### config.mk
export PLATFORM = sky130hd
export DESIGN_NAME = round_robin_task_scheduler_unit
export DESIGN_NICKNAME = d
export VERILOG_FILES = /design/src/design/rrts_pkg.sv /design/src/design/rrts_ram.sv /design/src/design/rrts_ctrl.sv /design/src/design/rrts_dpath.sv /design/src/design/round_robin_task_scheduler_unit.sv
export SDC_FILE = /design/constraint.sdc
export NUM_CORES = 2
export LEC_CHECK = 0
export BUFFER_PORTS_ARGS = -buffer_cell sky130_fd_sc_hd__buf_4
export CAP_MARGIN = 20
export CORE_MARGIN = 4
export CORE_UTILIZATION = 62
export DETAILED_ROUTE_END_ITERATION = 10
export PLACE_DENSITY = 0.85
export SYNTH_ARGS = -nofsm -noshare
export SYNTH_HDL_FRONTEND = slang
export SYNTH_SLANG_ARGS = --single-unit
### constraint.sdc
create_clock -name i_clk -period 13.3 [get_ports i_clk]
set_input_delay 0.665 -clock i_clk [delete_from_list [all_inputs] [get_ports i_clk]]
set_output_delay 0.665 -clock i_clk [all_outputs]
set_load 0.02 [all_outputs]
### src/design/rrts_pkg.sv
// Shared types and constants of the round-robin task scheduler.
// No dependencies; used by the controller, datapath and top level.
`default_nettype none
package rrts_pkg;

    localparam int TASK_SLOTS_DEF = 8;

    localparam logic [2:0] OP_PREEMPT = 3'd0;
    localparam logic [2:0] OP_CREATE_USER = 3'd1;
    localparam logic [2:0] OP_CREATE_KERNEL = 3'd2;
    localparam logic [2:0] OP_KILL = 3'd3;
    localparam logic [2:0] OP_SLEEP = 3'd4;
    localparam logic [2:0] OP_EXIT = 3'd5;
    localparam logic [2:0] OP_FAULT = 3'd6;

    localparam logic [1:0] ST_DEAD = 2'd0;
    localparam logic [1:0] ST_READY = 2'd1;
    localparam logic [1:0] ST_RUNNING = 2'd2;
    localparam logic [1:0] ST_BLOCKED = 2'd3;

    localparam logic [4:0] CMD_NONE = 5'd0;
    localparam logic [4:0] CMD_LATCH = 5'd1;
    localparam logic [4:0] CMD_SAVE = 5'd2;
    localparam logic [4:0] CMD_WALK_INIT = 5'd3;
    localparam logic [4:0] CMD_WALK_STEP = 5'd4;
    localparam logic [4:0] CMD_RM_INIT_CUR = 5'd5;
    localparam logic [4:0] CMD_RM_INIT_PREV = 5'd6;
    localparam logic [4:0] CMD_RM_INIT_SEL = 5'd7;
    localparam logic [4:0] CMD_RM_STEP = 5'd8;
    localparam logic [4:0] CMD_SCAN_DEAD = 5'd9;
    localparam logic [4:0] CMD_SCAN_ID = 5'd10;
    localparam logic [4:0] CMD_CREATE = 5'd11;
    localparam logic [4:0] CMD_REFUSE = 5'd12;
    localparam logic [4:0] CMD_SET_DEAD = 5'd13;
    localparam logic [4:0] CMD_SLP1 = 5'd14;
    localparam logic [4:0] CMD_SLP2 = 5'd15;
    localparam logic [4:0] CMD_TAKE = 5'd16;
    localparam logic [4:0] CMD_RESUME = 5'd17;

    // Ceiling of ms/100 is floor(((ms + 99) >> 2) / 25), done by reciprocal.
    localparam logic [31:0] SLEEP_ROUND = 32'd99;
    localparam logic [31:0] RECIP_25 = 32'd2748779070;
    localparam int RECIP_SHIFT = 36;

    typedef struct packed {
        logic [4:0] code;
        logic       load;
    } t_cmd;

    typedef struct packed {
        logic [2:0] op;
        logic       walk_end;
        logic       walk_hit;
        logic       rm_hit;
        logic       scan_end;
        logic       dead_hit;
        logic       id_hit;
        logic       kill_bad;
        logic       cur_running;
    } t_stat;

endpackage
`default_nettype wire

### src/design/rrts_ram.sv
// Generic simple dual-port RAM with one write port and a registered read port.
// No dependencies.
`default_nettype none
module rrts_ram #(
    parameter int WIDTH = 64,
    parameter int DEPTH = 8
) (
    input  wire logic                     i_clk,
    input  wire logic                     i_we,
    input  wire logic [$clog2(DEPTH)-1:0] i_waddr,
    input  wire logic [WIDTH-1:0]         i_wdata,
    input  wire logic [$clog2(DEPTH)-1:0] i_raddr,
    output logic      [WIDTH-1:0]         o_rdata
);

    logic [WIDTH-1:0] r_mem [DEPTH];

    always_ff @(posedge i_clk) begin
        if (i_we) begin
            r_mem[i_waddr] <= i_wdata;
        end
        o_rdata <= r_mem[i_raddr];
    end

endmodule
`default_nettype wire

### src/design/rrts_ctrl.sv
// Controller state machine of the task scheduler: sequences scans and list walks.
// Depends on rrts_pkg; drives commands to rrts_dpath and reads its status.
`default_nettype none
module rrts_ctrl (
    input  wire logic          i_clk,
    input  wire logic          i_rst_n,
    input  wire logic          i_valid,
    output logic               o_stall,
    output logic               o_valid,
    input  wire logic          i_stall,
    input  wire rrts_pkg::t_stat i_stat,
    output rrts_pkg::t_cmd     o_cmd
);

    localparam logic [4:0] S_IDLE = 5'd0;
    localparam logic [4:0] S_DEC = 5'd1;
    localparam logic [4:0] S_SAVE = 5'd2;
    localparam logic [4:0] S_WINIT = 5'd3;
    localparam logic [4:0] S_WALK = 5'd4;
    localparam logic [4:0] S_TAKE = 5'd5;
    localparam logic [4:0] S_RMPRV = 5'd6;
    localparam logic [4:0] S_RM = 5'd7;
    localparam logic [4:0] S_RESUME = 5'd8;
    localparam logic [4:0] S_RD = 5'd9;
    localparam logic [4:0] S_DONE = 5'd10;
    localparam logic [4:0] S_SCANC = 5'd11;
    localparam logic [4:0] S_CREATE = 5'd12;
    localparam logic [4:0] S_REFUSE = 5'd13;
    localparam logic [4:0] S_SCANK = 5'd14;
    localparam logic [4:0] S_KCHK = 5'd15;
    localparam logic [4:0] S_SLP1 = 5'd16;
    localparam logic [4:0] S_SLP2 = 5'd17;
    localparam logic [4:0] S_EXIT = 5'd18;
    localparam logic [4:0] S_KILLED = 5'd19;

    localparam logic RET_DEAD = 1'b0;
    localparam logic RET_RESUME = 1'b1;

    logic [4:0] r_state, n_state;
    logic       r_ret, n_ret;
    logic       r_valid, n_valid;

    assign o_stall = (r_state != S_IDLE);
    assign o_valid = r_valid;

    always_comb begin
        n_state = r_state;
        n_ret = r_ret;
        n_valid = r_valid;
        o_cmd.code = rrts_pkg::CMD_NONE;
        o_cmd.load = 1'b0;
        if (r_valid && !i_stall) begin
            n_valid = 1'b0;
        end
        case (r_state)
            S_IDLE: begin
                if (i_valid) begin
                    o_cmd.code = rrts_pkg::CMD_LATCH;
                    n_state = S_DEC;
                end
            end
            S_DEC: begin
                case (i_stat.op)
                    rrts_pkg::OP_PREEMPT: n_state = S_SAVE;
                    rrts_pkg::OP_CREATE_USER: n_state = S_SCANC;
                    rrts_pkg::OP_CREATE_KERNEL: n_state = S_SCANC;
                    rrts_pkg::OP_KILL: n_state = S_SCANK;
                    rrts_pkg::OP_SLEEP: n_state = S_SLP1;
                    rrts_pkg::OP_EXIT: n_state = S_EXIT;
                    rrts_pkg::OP_FAULT: n_state = S_EXIT;
                    default: n_state = S_DONE;
                endcase
            end
            S_SAVE: begin
                o_cmd.code = rrts_pkg::CMD_SAVE;
                n_state = S_WINIT;
            end
            S_WINIT: begin
                o_cmd.code = rrts_pkg::CMD_WALK_INIT;
                n_state = S_WALK;
            end
            S_WALK: begin
                o_cmd.code = rrts_pkg::CMD_WALK_STEP;
                if (i_stat.walk_end) begin
                    n_state = S_RMPRV;
                end else if (i_stat.walk_hit) begin
                    n_state = S_TAKE;
                end
            end
            S_TAKE: begin
                o_cmd.code = rrts_pkg::CMD_TAKE;
                n_state = S_RD;
            end
            S_RMPRV: begin
                o_cmd.code = rrts_pkg::CMD_RM_INIT_PREV;
                n_ret = RET_RESUME;
                n_state = S_RM;
            end
            S_RM: begin
                o_cmd.code = rrts_pkg::CMD_RM_STEP;
                if (i_stat.walk_end || i_stat.rm_hit) begin
                    n_state = (r_ret == RET_RESUME) ? S_RESUME : S_KILLED;
                end
            end
            S_RESUME: begin
                o_cmd.code = rrts_pkg::CMD_RESUME;
                n_state = S_RD;
            end
            S_RD: begin
                n_state = S_DONE;
            end
            S_DONE: begin
                if (!r_valid || !i_stall) begin
                    o_cmd.load = 1'b1;
                    n_valid = 1'b1;
                    n_state = S_IDLE;
                end
            end
            S_SCANC: begin
                o_cmd.code = rrts_pkg::CMD_SCAN_DEAD;
                if (i_stat.scan_end) begin
                    n_state = S_REFUSE;
                end else if (i_stat.dead_hit) begin
                    n_state = S_CREATE;
                end
            end
            S_CREATE: begin
                o_cmd.code = rrts_pkg::CMD_CREATE;
                n_state = S_DONE;
            end
            S_REFUSE: begin
                o_cmd.code = rrts_pkg::CMD_REFUSE;
                n_state = S_DONE;
            end
            S_SCANK: begin
                o_cmd.code = rrts_pkg::CMD_SCAN_ID;
                if (i_stat.scan_end) begin
                    n_state = S_REFUSE;
                end else if (i_stat.id_hit) begin
                    n_state = S_KCHK;
                end
            end
            S_KCHK: begin
                if (i_stat.kill_bad) begin
                    n_state = S_REFUSE;
                end else begin
                    o_cmd.code = rrts_pkg::CMD_RM_INIT_SEL;
                    n_ret = RET_DEAD;
                    n_state = S_RM;
                end
            end
            S_SLP1: begin
                if (i_stat.cur_running) begin
                    o_cmd.code = rrts_pkg::CMD_SLP1;
                    n_state = S_SLP2;
                end else begin
                    n_state = S_DONE;
                end
            end
            S_SLP2: begin
                o_cmd.code = rrts_pkg::CMD_SLP2;
                n_state = S_DONE;
            end
            S_EXIT: begin
                o_cmd.code = rrts_pkg::CMD_RM_INIT_CUR;
                n_ret = RET_DEAD;
                n_state = S_RM;
            end
            S_KILLED: begin
                o_cmd.code = rrts_pkg::CMD_SET_DEAD;
                n_state = (i_stat.op == rrts_pkg::OP_FAULT) ? S_SAVE : S_DONE;
            end
            default: begin
                n_state = S_IDLE;
            end
        endcase
    end

    always_ff @(posedge i_clk) begin
        if (!i_rst_n) begin
            r_state <= S_IDLE;
            r_ret <= RET_DEAD;
            r_valid <= 1'b0;
        end else begin
            r_state <= n_state;
            r_ret <= n_ret;
            r_valid <= n_valid;
        end
    end

endmodule
`default_nettype wire

### src/design/rrts_dpath.sv
// Datapath of the task scheduler: slot table, ready list, sleep math, result register.
// Depends on rrts_pkg and rrts_ram; commanded by rrts_ctrl.
`default_nettype none
module rrts_dpath #(
    parameter int TASK_SLOTS = rrts_pkg::TASK_SLOTS_DEF
) (
    input  wire logic           i_clk,
    input  wire logic           i_rst_n,
    input  wire rrts_pkg::t_cmd i_cmd,
    output rrts_pkg::t_stat     o_stat,
    input  wire logic [2:0]     i_opcode,
    input  wire logic [47:0]    i_now_tick,
    input  wire logic [63:0]    i_context_word,
    input  wire logic [63:0]    i_user_stack_word,
    input  wire logic [15:0]    i_target_id,
    input  wire logic [31:0]    i_sleep_ms,
    output logic                o_status,
    output logic [15:0]         o_new_task_id,
    output logic [2:0]          o_running_slot,
    output logic [15:0]         o_running_id,
    output logic                o_switched,
    output logic [63:0]         o_next_context,
    output logic [63:0]         o_next_user_stack,
    output logic                o_restore_user_stack
);

    localparam int SW = $clog2(TASK_SLOTS);
    localparam int LW = $clog2(TASK_SLOTS + 1);
    localparam logic [LW-1:0] NIL = LW'(TASK_SLOTS);

    logic [1:0]    r_st [TASK_SLOTS];
    logic [1:0]    n_st [TASK_SLOTS];
    logic [15:0]   r_id [TASK_SLOTS];
    logic [15:0]   n_id [TASK_SLOTS];
    logic          r_usr [TASK_SLOTS];
    logic          n_usr [TASK_SLOTS];
    logic [47:0]   r_wake [TASK_SLOTS];
    logic [47:0]   n_wake [TASK_SLOTS];
    logic [LW-1:0] r_link [TASK_SLOTS];
    logic [LW-1:0] n_link [TASK_SLOTS];
    logic          r_cvld [TASK_SLOTS];
    logic          n_cvld [TASK_SLOTS];
    logic          r_uvld [TASK_SLOTS];
    logic          n_uvld [TASK_SLOTS];

    logic [LW-1:0] r_head, n_head, r_tail, n_tail;
    logic [SW-1:0] r_cur, n_cur, r_prev, n_prev, r_sel, n_sel, r_tgt, n_tgt;
    logic [15:0]   r_ctr, n_ctr;
    logic [LW-1:0] r_p, n_p, r_c, n_c, r_n, n_n, r_i, n_i;
    logic          r_res_status, n_res_status, r_res_sw, n_res_sw;
    logic [15:0]   r_res_id, n_res_id;
    logic          r_pre, n_pre, r_rest, n_rest;

    logic [2:0]    r_op;
    logic [47:0]   r_now;
    logic [63:0]   r_ctx, r_ustk;
    logic [15:0]   r_tid;
    logic [31:0]   r_ms;
    logic [62:0]   r_prod;
    logic          r_rd_cv, r_rd_uv;

    logic [SW-1:0] c_idx, i_idx;
    logic          walk_end, scan_end, woke, ready, rm_hit;
    logic [32:0]   ms_round;
    logic [62:0]   prod_c;
    logic [48:0]   wake_sum;
    logic [47:0]   wake_sat;
    logic          ctx_we, ustk_we;
    logic [SW-1:0] ram_waddr;
    logic [63:0]   ustk_wdata, ctx_q, ustk_q, ctx_val, ustk_val;
    logic [SW+2:0] cur_ext;

    assign c_idx = r_c[SW-1:0];
    assign i_idx = r_i[SW-1:0];
    assign walk_end = (r_n == NIL) || !(r_c < NIL);
    assign scan_end = (r_i == NIL);
    assign woke = (r_st[c_idx] == rrts_pkg::ST_BLOCKED) && (r_now >= r_wake[c_idx]);
    assign ready = woke || (r_st[c_idx] == rrts_pkg::ST_READY);
    assign rm_hit = (c_idx == r_tgt);

    assign ms_round = {1'b0, r_ms} + {1'b0, rrts_pkg::SLEEP_ROUND};
    assign prod_c = {32'd0, ms_round[32:2]} * {31'd0, rrts_pkg::RECIP_25};
    assign wake_sum = {1'b0, r_now} + 49'(r_prod[62:rrts_pkg::RECIP_SHIFT]);
    assign wake_sat = wake_sum[48] ? {48{1'b1}} : wake_sum[47:0];

    assign o_stat.op = r_op;
    assign o_stat.walk_end = walk_end;
    assign o_stat.walk_hit = !walk_end && ready;
    assign o_stat.rm_hit = !walk_end && rm_hit;
    assign o_stat.scan_end = scan_end;
    assign o_stat.dead_hit = !scan_end && (r_st[i_idx] == rrts_pkg::ST_DEAD);
    assign o_stat.id_hit = !scan_end && (r_id[i_idx] == r_tid)
                           && (r_st[i_idx] != rrts_pkg::ST_DEAD);
    assign o_stat.kill_bad = (r_sel == '0) || (r_sel == r_cur);
    assign o_stat.cur_running = (r_st[r_cur] == rrts_pkg::ST_RUNNING);

    assign ctx_we = (i_cmd.code == rrts_pkg::CMD_SAVE) || (i_cmd.code == rrts_pkg::CMD_CREATE);
    assign ustk_we = ((i_cmd.code == rrts_pkg::CMD_SAVE) && r_usr[r_cur])
                     || (i_cmd.code == rrts_pkg::CMD_CREATE);
    assign ram_waddr = (i_cmd.code == rrts_pkg::CMD_SAVE) ? r_cur : r_sel;
    assign ustk_wdata = ((i_cmd.code == rrts_pkg::CMD_CREATE)
                         && (r_op != rrts_pkg::OP_CREATE_USER)) ? 64'd0 : r_ustk;

    rrts_ram #(.WIDTH(64), .DEPTH(TASK_SLOTS)) u_ctx_ram (
        .i_clk   (i_clk),
        .i_we    (ctx_we),
        .i_waddr (ram_waddr),
        .i_wdata (r_ctx),
        .i_raddr (r_sel),
        .o_rdata (ctx_q)
    );

    rrts_ram #(.WIDTH(64), .DEPTH(TASK_SLOTS)) u_ustk_ram (
        .i_clk   (i_clk),
        .i_we    (ustk_we),
        .i_waddr (ram_waddr),
        .i_wdata (ustk_wdata),
        .i_raddr (r_sel),
        .o_rdata (ustk_q)
    );

    assign ctx_val = r_rd_cv ? ctx_q : 64'd0;
    assign ustk_val = r_rd_uv ? ustk_q : 64'd0;
    assign cur_ext = (SW + 3)'(r_cur);

    always_comb begin
        n_st = r_st;
        n_id = r_id;
        n_usr = r_usr;
        n_wake = r_wake;
        n_link = r_link;
        n_cvld = r_cvld;
        n_uvld = r_uvld;
        n_head = r_head;
        n_tail = r_tail;
        n_cur = r_cur;
        n_prev = r_prev;
        n_sel = r_sel;
        n_tgt = r_tgt;
        n_ctr = r_ctr;
        n_p = r_p;
        n_c = r_c;
        n_n = r_n;
        n_i = r_i;
        n_res_status = r_res_status;
        n_res_sw = r_res_sw;
        n_res_id = r_res_id;
        n_pre = r_pre;
        n_rest = r_rest;
        if (ctx_we) begin
            n_cvld[ram_waddr] = 1'b1;
        end
        if (ustk_we) begin
            n_uvld[ram_waddr] = 1'b1;
        end
        case (i_cmd.code)
            rrts_pkg::CMD_LATCH: begin
                n_res_status = 1'b0;
                n_res_sw = 1'b0;
                n_res_id = 16'd0;
                n_pre = 1'b0;
                n_rest = 1'b0;
                n_i = '0;
            end
            rrts_pkg::CMD_SAVE: begin
                n_prev = r_cur;
                if (r_st[r_cur] == rrts_pkg::ST_RUNNING) begin
                    n_st[r_cur] = rrts_pkg::ST_READY;
                    n_link[r_cur] = NIL;
                    if (r_head == NIL) begin
                        n_head = LW'(r_cur);
                    end else if (r_tail < NIL) begin
                        n_link[r_tail[SW-1:0]] = LW'(r_cur);
                    end
                    n_tail = LW'(r_cur);
                end
            end
            rrts_pkg::CMD_WALK_INIT: begin
                n_p = NIL;
                n_c = r_head;
                n_n = '0;
            end
            rrts_pkg::CMD_RM_INIT_CUR, rrts_pkg::CMD_RM_INIT_PREV,
            rrts_pkg::CMD_RM_INIT_SEL: begin
                n_p = NIL;
                n_c = r_head;
                n_n = '0;
                if (i_cmd.code == rrts_pkg::CMD_RM_INIT_CUR) begin
                    n_tgt = r_cur;
                end else if (i_cmd.code == rrts_pkg::CMD_RM_INIT_PREV) begin
                    n_tgt = r_prev;
                end else begin
                    n_tgt = r_sel;
                end
            end
            rrts_pkg::CMD_WALK_STEP, rrts_pkg::CMD_RM_STEP: begin
                if (!walk_end) begin
                    if (i_cmd.code == rrts_pkg::CMD_WALK_STEP && woke) begin
                        n_st[c_idx] = rrts_pkg::ST_READY;
                    end
                    if ((i_cmd.code == rrts_pkg::CMD_WALK_STEP) ? ready : rm_hit) begin
                        if (r_p == NIL) begin
                            n_head = r_link[c_idx];
                        end else begin
                            n_link[r_p[SW-1:0]] = r_link[c_idx];
                        end
                        if (r_tail == r_c) begin
                            n_tail = r_p;
                        end
                        n_link[c_idx] = NIL;
                        n_sel = (i_cmd.code == rrts_pkg::CMD_WALK_STEP) ? c_idx : r_sel;
                    end else begin
                        n_p = r_c;
                        n_c = r_link[c_idx];
                        n_n = r_n + 1'b1;
                    end
                end
            end
            rrts_pkg::CMD_SCAN_DEAD, rrts_pkg::CMD_SCAN_ID: begin
                if (!scan_end) begin
                    if ((i_cmd.code == rrts_pkg::CMD_SCAN_DEAD) ? o_stat.dead_hit
                                                                : o_stat.id_hit) begin
                        n_sel = i_idx;
                    end else begin
                        n_i = r_i + 1'b1;
                    end
                end
            end
            rrts_pkg::CMD_CREATE: begin
                n_id[r_sel] = r_ctr;
                n_ctr = r_ctr + 16'd1;
                n_res_id = r_ctr;
                n_st[r_sel] = rrts_pkg::ST_READY;
                n_wake[r_sel] = 48'd0;
                n_usr[r_sel] = (r_op == rrts_pkg::OP_CREATE_USER);
                n_link[r_sel] = NIL;
                if (r_head == NIL) begin
                    n_head = LW'(r_sel);
                end else if (r_tail < NIL) begin
                    n_link[r_tail[SW-1:0]] = LW'(r_sel);
                end
                n_tail = LW'(r_sel);
            end
            rrts_pkg::CMD_REFUSE: begin
                n_res_status = 1'b1;
            end
            rrts_pkg::CMD_SET_DEAD: begin
                n_st[r_tgt] = rrts_pkg::ST_DEAD;
            end
            rrts_pkg::CMD_SLP2: begin
                n_wake[r_cur] = wake_sat;
                n_st[r_cur] = rrts_pkg::ST_BLOCKED;
                n_link[r_cur] = NIL;
                if (r_head == NIL) begin
                    n_head = LW'(r_cur);
                end else if (r_tail < NIL) begin
                    n_link[r_tail[SW-1:0]] = LW'(r_cur);
                end
                n_tail = LW'(r_cur);
            end
            rrts_pkg::CMD_TAKE: begin
                n_cur = r_sel;
                n_st[r_sel] = rrts_pkg::ST_RUNNING;
                n_res_sw = (r_sel != r_prev);
                n_pre = 1'b1;
                n_rest = 1'b1;
            end
            rrts_pkg::CMD_RESUME: begin
                n_st[r_prev] = rrts_pkg::ST_RUNNING;
                n_sel = r_prev;
                n_pre = 1'b1;
                n_rest = 1'b0;
            end
            default: begin
            end
        endcase
    end

    always_ff @(posedge i_clk) begin
        if (!i_rst_n) begin
            for (int k = 0; k < TASK_SLOTS; k++) begin
                r_st[k] <= (k == 0) ? rrts_pkg::ST_RUNNING : rrts_pkg::ST_DEAD;
                r_id[k] <= 16'd0;
                r_usr[k] <= 1'b0;
                r_wake[k] <= 48'd0;
                r_link[k] <= NIL;
                r_cvld[k] <= 1'b0;
                r_uvld[k] <= 1'b0;
            end
            r_head <= NIL;
            r_tail <= NIL;
            r_cur <= '0;
            r_prev <= '0;
            r_sel <= '0;
            r_tgt <= '0;
            r_ctr <= 16'd1;
            r_p <= NIL;
            r_c <= NIL;
            r_n <= '0;
            r_i <= '0;
            r_res_status <= 1'b0;
            r_res_sw <= 1'b0;
            r_res_id <= 16'd0;
            r_pre <= 1'b0;
            r_rest <= 1'b0;
        end else begin
            r_st <= n_st;
            r_id <= n_id;
            r_usr <= n_usr;
            r_wake <= n_wake;
            r_link <= n_link;
            r_cvld <= n_cvld;
            r_uvld <= n_uvld;
            r_head <= n_head;
            r_tail <= n_tail;
            r_cur <= n_cur;
            r_prev <= n_prev;
            r_sel <= n_sel;
            r_tgt <= n_tgt;
            r_ctr <= n_ctr;
            r_p <= n_p;
            r_c <= n_c;
            r_n <= n_n;
            r_i <= n_i;
            r_res_status <= n_res_status;
            r_res_sw <= n_res_sw;
            r_res_id <= n_res_id;
            r_pre <= n_pre;
            r_rest <= n_rest;
        end
    end

    always_ff @(posedge i_clk) begin
        r_rd_cv <= r_cvld[r_sel];
        r_rd_uv <= r_uvld[r_sel];
        if (i_cmd.code == rrts_pkg::CMD_LATCH) begin
            r_op <= i_opcode;
            r_now <= i_now_tick;
            r_ctx <= i_context_word;
            r_ustk <= i_user_stack_word;
            r_tid <= i_target_id;
            r_ms <= i_sleep_ms;
        end
        if (i_cmd.code == rrts_pkg::CMD_SLP1) begin
            r_prod <= prod_c;
        end
        if (i_cmd.load) begin
            o_status <= r_res_status;
            o_new_task_id <= r_res_id;
            o_running_slot <= cur_ext[2:0];
            o_running_id <= r_id[r_cur];
            o_switched <= r_res_sw;
            o_next_context <= r_pre ? ctx_val : 64'd0;
            o_next_user_stack <= r_pre ? ustk_val : 64'd0;
            o_restore_user_stack <= r_pre && r_rest && r_usr[r_sel] && (ustk_val != 64'd0);
        end
    end

endmodule
`default_nettype wire

### src/design/round_robin_task_scheduler_unit.sv
// Round-robin task scheduler top level: joins the controller and the datapath.
// Depends on rrts_pkg, rrts_ctrl and rrts_dpath.
//
// One scheduling event is taken at a time and gives one result beat. An event keeps the
// input stalled from the accepting cycle until its result beat is offered, and the next
// event may already be accepted in the cycle that beat is offered. Slot scans and
// ready-list walks visit one slot per cycle and set the cost: a preempt is quickest when
// the head of the list is ready, slower the further down the first ready entry lies,
// and slowest when the current task resumes. A create scans the slots for a dead one;
// a kill scans for the target and may then walk the list to unlink it. A result beat
// that is still stalled holds the block in its last cycle. Slot contexts and user stacks
// live in two RAMs; there is no clearing pass after reset.
`default_nettype none
module round_robin_task_scheduler_unit #(
    parameter int TASK_SLOTS = rrts_pkg::TASK_SLOTS_DEF
) (
    input  wire logic        i_clk,
    input  wire logic        i_rst_n,
    input  wire logic        i_valid,
    output logic             o_stall,
    input  wire logic [2:0]  i_opcode,
    input  wire logic [47:0] i_now_tick,
    input  wire logic [63:0] i_context_word,
    input  wire logic [63:0] i_user_stack_word,
    input  wire logic [15:0] i_target_id,
    input  wire logic [31:0] i_sleep_ms,
    output logic             o_valid,
    input  wire logic        i_stall,
    output logic             o_status,
    output logic [15:0]      o_new_task_id,
    output logic [2:0]       o_running_slot,
    output logic [15:0]      o_running_id,
    output logic             o_switched,
    output logic [63:0]      o_next_context,
    output logic [63:0]      o_next_user_stack,
    output logic             o_restore_user_stack
);

    rrts_pkg::t_cmd  cmd;
    rrts_pkg::t_stat stat;

    rrts_ctrl u_ctrl (
        .i_clk   (i_clk),
        .i_rst_n (i_rst_n),
        .i_valid (i_valid),
        .o_stall (o_stall),
        .o_valid (o_valid),
        .i_stall (i_stall),
        .i_stat  (stat),
        .o_cmd   (cmd)
    );

    rrts_dpath #(.TASK_SLOTS(TASK_SLOTS)) u_dpath (
        .i_clk                (i_clk),
        .i_rst_n              (i_rst_n),
        .i_cmd                (cmd),
        .o_stat               (stat),
        .i_opcode             (i_opcode),
        .i_now_tick           (i_now_tick),
        .i_context_word       (i_context_word),
        .i_user_stack_word    (i_user_stack_word),
        .i_target_id          (i_target_id),
        .i_sleep_ms           (i_sleep_ms),
        .o_status             (o_status),
        .o_new_task_id        (o_new_task_id),
        .o_running_slot       (o_running_slot),
        .o_running_id         (o_running_id),
        .o_switched           (o_switched),
        .o_next_context       (o_next_context),
        .o_next_user_stack    (o_next_user_stack),
        .o_restore_user_stack (o_restore_user_stack)
    );

endmodule
`default_nettype wire

# Yosys cells after proc, flatten, opt, wreduce, memory -nomap -nowiden
# Memories as Yosys holds them, arrays and structs flattened. A register that Yosys moved wholly into a read port is not among the register bits.
# Cells that the tools add are included.
# Widths: inputs -> output; s select.
totals:
  reg_bits: 1120
  latchBits: 0
  mem_bits_rw: 1024
  rom_bits: 0
  inputBits: 231
  out_inout_bits: 168
  word_cells: 466
  memories: 2
mem_list:
  columns: ["memory", "depth", "width", "read_ports", "rd_ports_with_merged_regs", "wr", "line", "rtl"]
  rows:
  - ["u_dpath.u_ctx_ram.r_mem", 8, 64, 1, 1, 1, "rrts_ram.sv:16", "logic [WIDTH-1:0] r_mem [DEPTH];"]
  - ["u_dpath.u_ustk_ram.r_mem", 8, 64, 1, 1, 1, "rrts_ram.sv:16", null]
op_classes:
  n_addsub: 5
  mul: 1
  div_mod_pow: 0
  n_lt_le_gt_ge: 20
  n_eq_ne: 74
  shifts: 0
  mux: 159
  bitwise_logic: 40
  n_reduce_logical: 73
ops:
  columns: ["operator", "n"]
  rows:
  - ["$pmux 384 s2", 1]
  - ["$and 384x384->384", 1]
  - ["$bwmux 384", 1]
  - ["$not 384->384", 1]
  - ["$mux 32", 11]
  - ["$demux 48 s3", 2]
  - ["$mux 48", 5]
  - ["$bmux 48 s3", 1]
  - ["$bwmux 128", 1]
  - ["$mux 16", 8]
  - ["$mux 64", 2]
  - ["$pmux 32 s4", 1]
  - ["$mux 4", 28]
  - ["$pmux 16 s7", 1]
  - ["$bmux 16 s3", 2]
  - ["$bwmux 32", 3]
  - ["$pmux 5 s17", 1]
  - ["$eq 5x4->1 const B", 16]
  - ["$or 8x8->8", 10]
  - ["$pmux 5 s15", 1]
  - ["$and 24x24->24", 3]
  - ["$not 24->24", 3]
  - ["$reduce_bool 64->1", 1]
  - ["$mul 31x31->62 const B", 1]
  - ["70 further kinds", 267]

# Depth between registers and ports, before layout
depth:
  depth_word: 16
  ltp_mapped: 37
  mapped_depth_nobuf: 34

# Hierarchy
# Synthesis repeated with hierarchy kept, for this count alone.
hier_totals:
  hier_cells: 8275
  hier_area_um2: 105496.2
modules_own_cells:
  columns: ["mod", "instances", "cells_per_inst", "area_each_um2", "seq_area_each_um2"]
  rows:
  - ["rrts_dpath", 1, 6498, 63437.1, 25784.7]
  - ["rrts_ram", 2, 816, 20547.2, 16656.0]
  - ["rrts_ctrl", 1, 145, 964.7, 140.1]

# Worst setup path after synthesis
# OpenSTA, ideal clock, no wires.
synth_timing:
  path_kind: "register to register"
  from: "reg u_ctrl.r_state[1]"
  to: "reg u_dpath.o_new_task_id[0], enable pin"
  setup_ns: 0.747
  t_arrival_ns: 9.143
  setup_slack_ns: 3.410
  path_stages_with_launch: 6
  n_path_buf: 2
  period_less_slack_ns: 9.890
  cell_sequence: "dfxtp_1 -> clkbuf_1 -> clkbuf_1 -> nor2b_1 -> nand3_1 -> a21oi_1"
synth_lines:
  columns: ["item", "line", "rtl"]
  rows:
  - ["from (decl)", "rrts_ctrl.sv:39", "logic [4:0] r_state, n_state;"]
  - ["from (signal assigned)", "rrts_ctrl.sv:185", "r_state <= n_state;"]
  - ["to (signal assigned)", "rrts_dpath.sv:349", "o_new_task_id <= r_res_id;"]
  - ["to (decl)", "rrts_dpath.sv:18", "output logic [15:0] o_new_task_id,"]

# Final worst setup path
layout_timing:
  from: "reg u_dpath.r_ms[3]"
  to: "reg u_dpath.r_prod[58] (data pin)"
layout_via:
  elab_chain_len: 2
layout_rtl:
  columns: ["item", "line", "rtl"]
  rows:
  - ["from (decl)", "rrts_dpath.sv:58", "logic [31:0] r_ms;"]
  - ["from (signal assigned)", "rrts_dpath.sv:342", "r_ms <= i_sleep_ms;"]
  - ["$add 32x7->33", "rrts_dpath.sv:81", "assign ms_round = {1'b0, r_ms} + {1'b0, rrts_pkg::SLEEP_ROUND};"]
  - ["$mul 31x31->62", "rrts_dpath.sv:82", "assign prod_c = {32'd0, ms_round[32:2]} * {31'd0, rrts_pkg::RECIP_25};"]
  - ["named net u_dpath.prod_c[58]", "rrts_dpath.sv:65", "logic [62:0] prod_c;"]
  - ["to (signal assigned)", "rrts_dpath.sv:345", "r_prod <= prod_c;"]
  - ["to (decl)", "rrts_dpath.sv:59", "logic [62:0] r_prod;"]
# The timed path passes the listed nets, and every way through them passes these cells.
# A chain may end at the register's enable or synchronous reset.

==> qor.csv <==
stage;metric;value;unit
run_status;status;finished, final reports clean;
final_layout;drive_above_1_share;0.122;
flow_run;drv_cap;0;
hold_path;hold_class;in -> reg;
detailed_routing;dr_wl_met2;153000;um
detailed_routing;wl_met1;115000;um
final_layout;seq_area;59300;um2
clock_network;clockRootBuffer;clkbuf_16;
detailed_routing;remaining_drc_errors;0;
clock_network;cts_tree;yes;
sta;setup_ws;2.45;ns
die;coreArea;167000;um2
sta;finalSetupTns;0;ns
global_route;grt_pass1_wl;488000;um
worst_setup_path;cp.arrival;11.46;ns
final_layout;layout_common_cells;edfxtp_1, nand2_1, dfxtp_1;
logic_synthesis;ys_seq_area_frac;0.568;
global_route;grt_usage;0.373;
die;initial_core_util;0.624;
clock_network;post_cts_buffers;0;
worst_setup_path;worstPathRequired;13.92;ns
worst_setup_path;cp_slowest_cell;nor4_1;
sta;worst_pin_slew;1.22;ns
logic_synthesis;syn-cell-area;104000;um2
sta;max_freq;92.2;MHz
sta;slew_headroom;0.185;
logic_synthesis;synth-async-reset-ratio;0;
final_layout;num-fill-cells;10600;
sta;timing.final.hold_violations;0;
global_route;grt-ovfl-total;0;
detailed_routing;via_per_inst;6.72;
global_route;grt_max_degree;204;
logic_synthesis;syn_area_per_cell;12.0;um2
logic_synthesis;synth_seq_cells;2237;
final_layout;multi_input_area;40900;um2
die;io_pins;399;
worst_setup_path;slowest_delay;0.93;ns
placement;pre_cts_ws;2.85;ns
logic_synthesis;synthCells;8726;
logic_synthesis;synth_nets;9767;
logic_synthesis;synthFlopType;edfxtp_1;
placement;numPortBuffers;398;
sta;period_share;0.816;
clock_network;clock_path_buffers;3;
global_route;antenna_found_initial;13;
final_layout;layout_commonest_cell;edfxtp_1;
clock_network;numCtsBuffers;211;
clock_network;cts.clk_slew.worst_paths;0.06;ns
worst_setup_path;startpoint_type;flop;
sta;slew_viol_final;0;
clock_network;cts_hold_buf;227;
detailed_routing;wl_met3;37600;um
die;dieWidth;418;um
sta;skew;0.104;ns
final_layout;final_nets;10200;
worst_setup_path;cpMostUsedCell;fa_1;
detailed_routing;wl_per_cell;28.7;um
die;die_area;175000;um2
final_layout;area.growth.synth_to_final;14.2;%
detailed_routing;antenna_left;0;
clock_network;cts_resized;0;
detailed_routing;drt-total-wl;333000;um
sta;fin_crit;10.85;ns
logic_synthesis;yosys_warnings;0;
detailed_routing;drt_pass1_iterations;9;
detailed_routing;vias;77900;
placement;hpwl;202000;um
sta;rsz0062_at_grt;false;
detailed_routing;drt-initial-drc-count;11800;
clock_network;clock-sinks;2237;
final_layout;post-route-util;0.712;
logic_synthesis;synth_cell_type_count;92;
worst_setup_path;worstSetupPathType;reg -> reg;
worst_setup_path;end_kind;flop;
detailed_routing;top_layer;met5;
global_route;grt_pass1_vias;76900;
worst_setup_path;path_max_fanout;6;
die;num_rows;150;
sta;timing.final.setup_violations;0;
clock_network;h-tree-depth;4;
die;die_h;418;um
logic_synthesis;synth_edf_count;1444;
placement;gp_congestion;1.05;
clock_network;clk-insertion-delay-late;0.93;ns
worst max-delay path: cells and delay by family, from the launching register on:
kind,cells,cell delay (ns)
AOI/OAI and AO/OA,9,2.74
xor gates and xnor gates,2,0.81
adders and majority gates,8,3.81
buffers and inverters,5,0.51
DFF,1,0.40
and+or+nand+nor,7,2.31
per-stage QoR:
step	hold slack (ns)	std cells	area [um2]
final	0.159	11600	119000
after global routing	0.161	11600	119000
after CTS	0.129	11600	119000
after detailed placement	0.416	11000	110000
after global placement	0.414	11000	109000
after floorplan	0.406	8726	104000
flip-flops by register name, indices dropped and copies added (netlist names), 5 cells and up:
name and cells:
u_dpath.r_cvld 8, u_dpath.r_id 128, u_dpath.r_link 32, u_dpath.r_ms 32
u_dpath.u_ustk_ram.o_rdata 64, u_dpath.u_ustk_ram.r_mem 512, u_dpath.r_prod 27, u_dpath.o_next_user_stack 64
u_dpath.o_new_task_id 16, u_dpath.u_ctx_ram.o_rdata 64, u_dpath.o_running_id 16, u_dpath.r_ustk 64
u_dpath.o_next_context 64, u_dpath.r_now 48, u_dpath.r_tid 16, u_dpath.r_wake 384
u_dpath.r_ctx 64, u_dpath.r_uvld 8, u_ctrl.r_state 5, u_dpath.r_usr 8
u_dpath.r_st 16, u_dpath.r_res_id 16, u_dpath.r_ctr 16, u_dpath.u_ctx_ram.r_mem 512
cells by family (layout without fill, tap and decap cells):
kind of cell	count (synthesis)	count (layout)	synth area share
XOR/XNOR	165	165	0.0140
other	0	6	0
adder cells (fa/ha/maj)	810	810	0.123
AO/OA/AOI/OAI	2019	2019	0.128
AND/OR/NAND/NOR	2069	2069	0.0929
buffers and inverters	1185	1844	0.0434
multiplexers	241	241	0.0312
flip-flops	2237	2237	0.568
layer usage:
layer	global-route usage	vias up
met5	0	-
met4	0.254	12
met3	0.0759	1461
met2	0.586	6298
met1	0.469	37500
li1	-	32700
Yosys cell counts, drive strengths merged (91+ instances only):
library cell | instances | share of area
a22oi | 448 | 0.032
ha | 453 | 0.054
a221oi | 93 | 0.0078
nand2 | 868 | 0.031
and3 | 208 | 0.013
xnor2 | 111 | 0.0095
nor2 | 371 | 0.014
a22o | 131 | 0.011
mux2i | 119 | 0.011
inv | 654 | 0.024
nand3 | 208 | 0.010
o21ai | 429 | 0.021
and2 | 99 | 0.0060
a21oi | 533 | 0.026
fa | 357 | 0.069
dfxtp | 793 | 0.15
nand4 | 92 | 0.0055
edfxtp | 1444 | 0.42
clkbuf | 438 | 0.016
buf | 91 | 0.0039
area by class of cell:
class / count / share of cell area
inverter: 656 / 0.0208
timing repair buffer: 786 / 0.0556
antenna: 6 / 0.000126
tap: 2204 / 0.0231
clock inverter: 114 / 0.0103
multi-input combinational: 5304 / 0.343
sequential: 2237 / 0.497
clock buffer: 288 / 0.0496
worst paths after layout:
kind	from	end	slack, ns	cells past startpoint
hold reg to reg	u_dpath.r_res_id[11]	u_dpath.o_new_task_id[11]	0.43	0
hold / removal	i_stall	u_ctrl.o_valid	0.16	3
setup reg to reg	u_dpath.r_ms[3]	u_dpath.r_prod[58]	2.45	31
setup / recovery	u_dpath.r_ms[3]	u_dpath.r_prod[58]	2.45	31
Power is not shown: default switching activity piles up to over one toggle a cycle in this logic, so the estimate is an artifact.
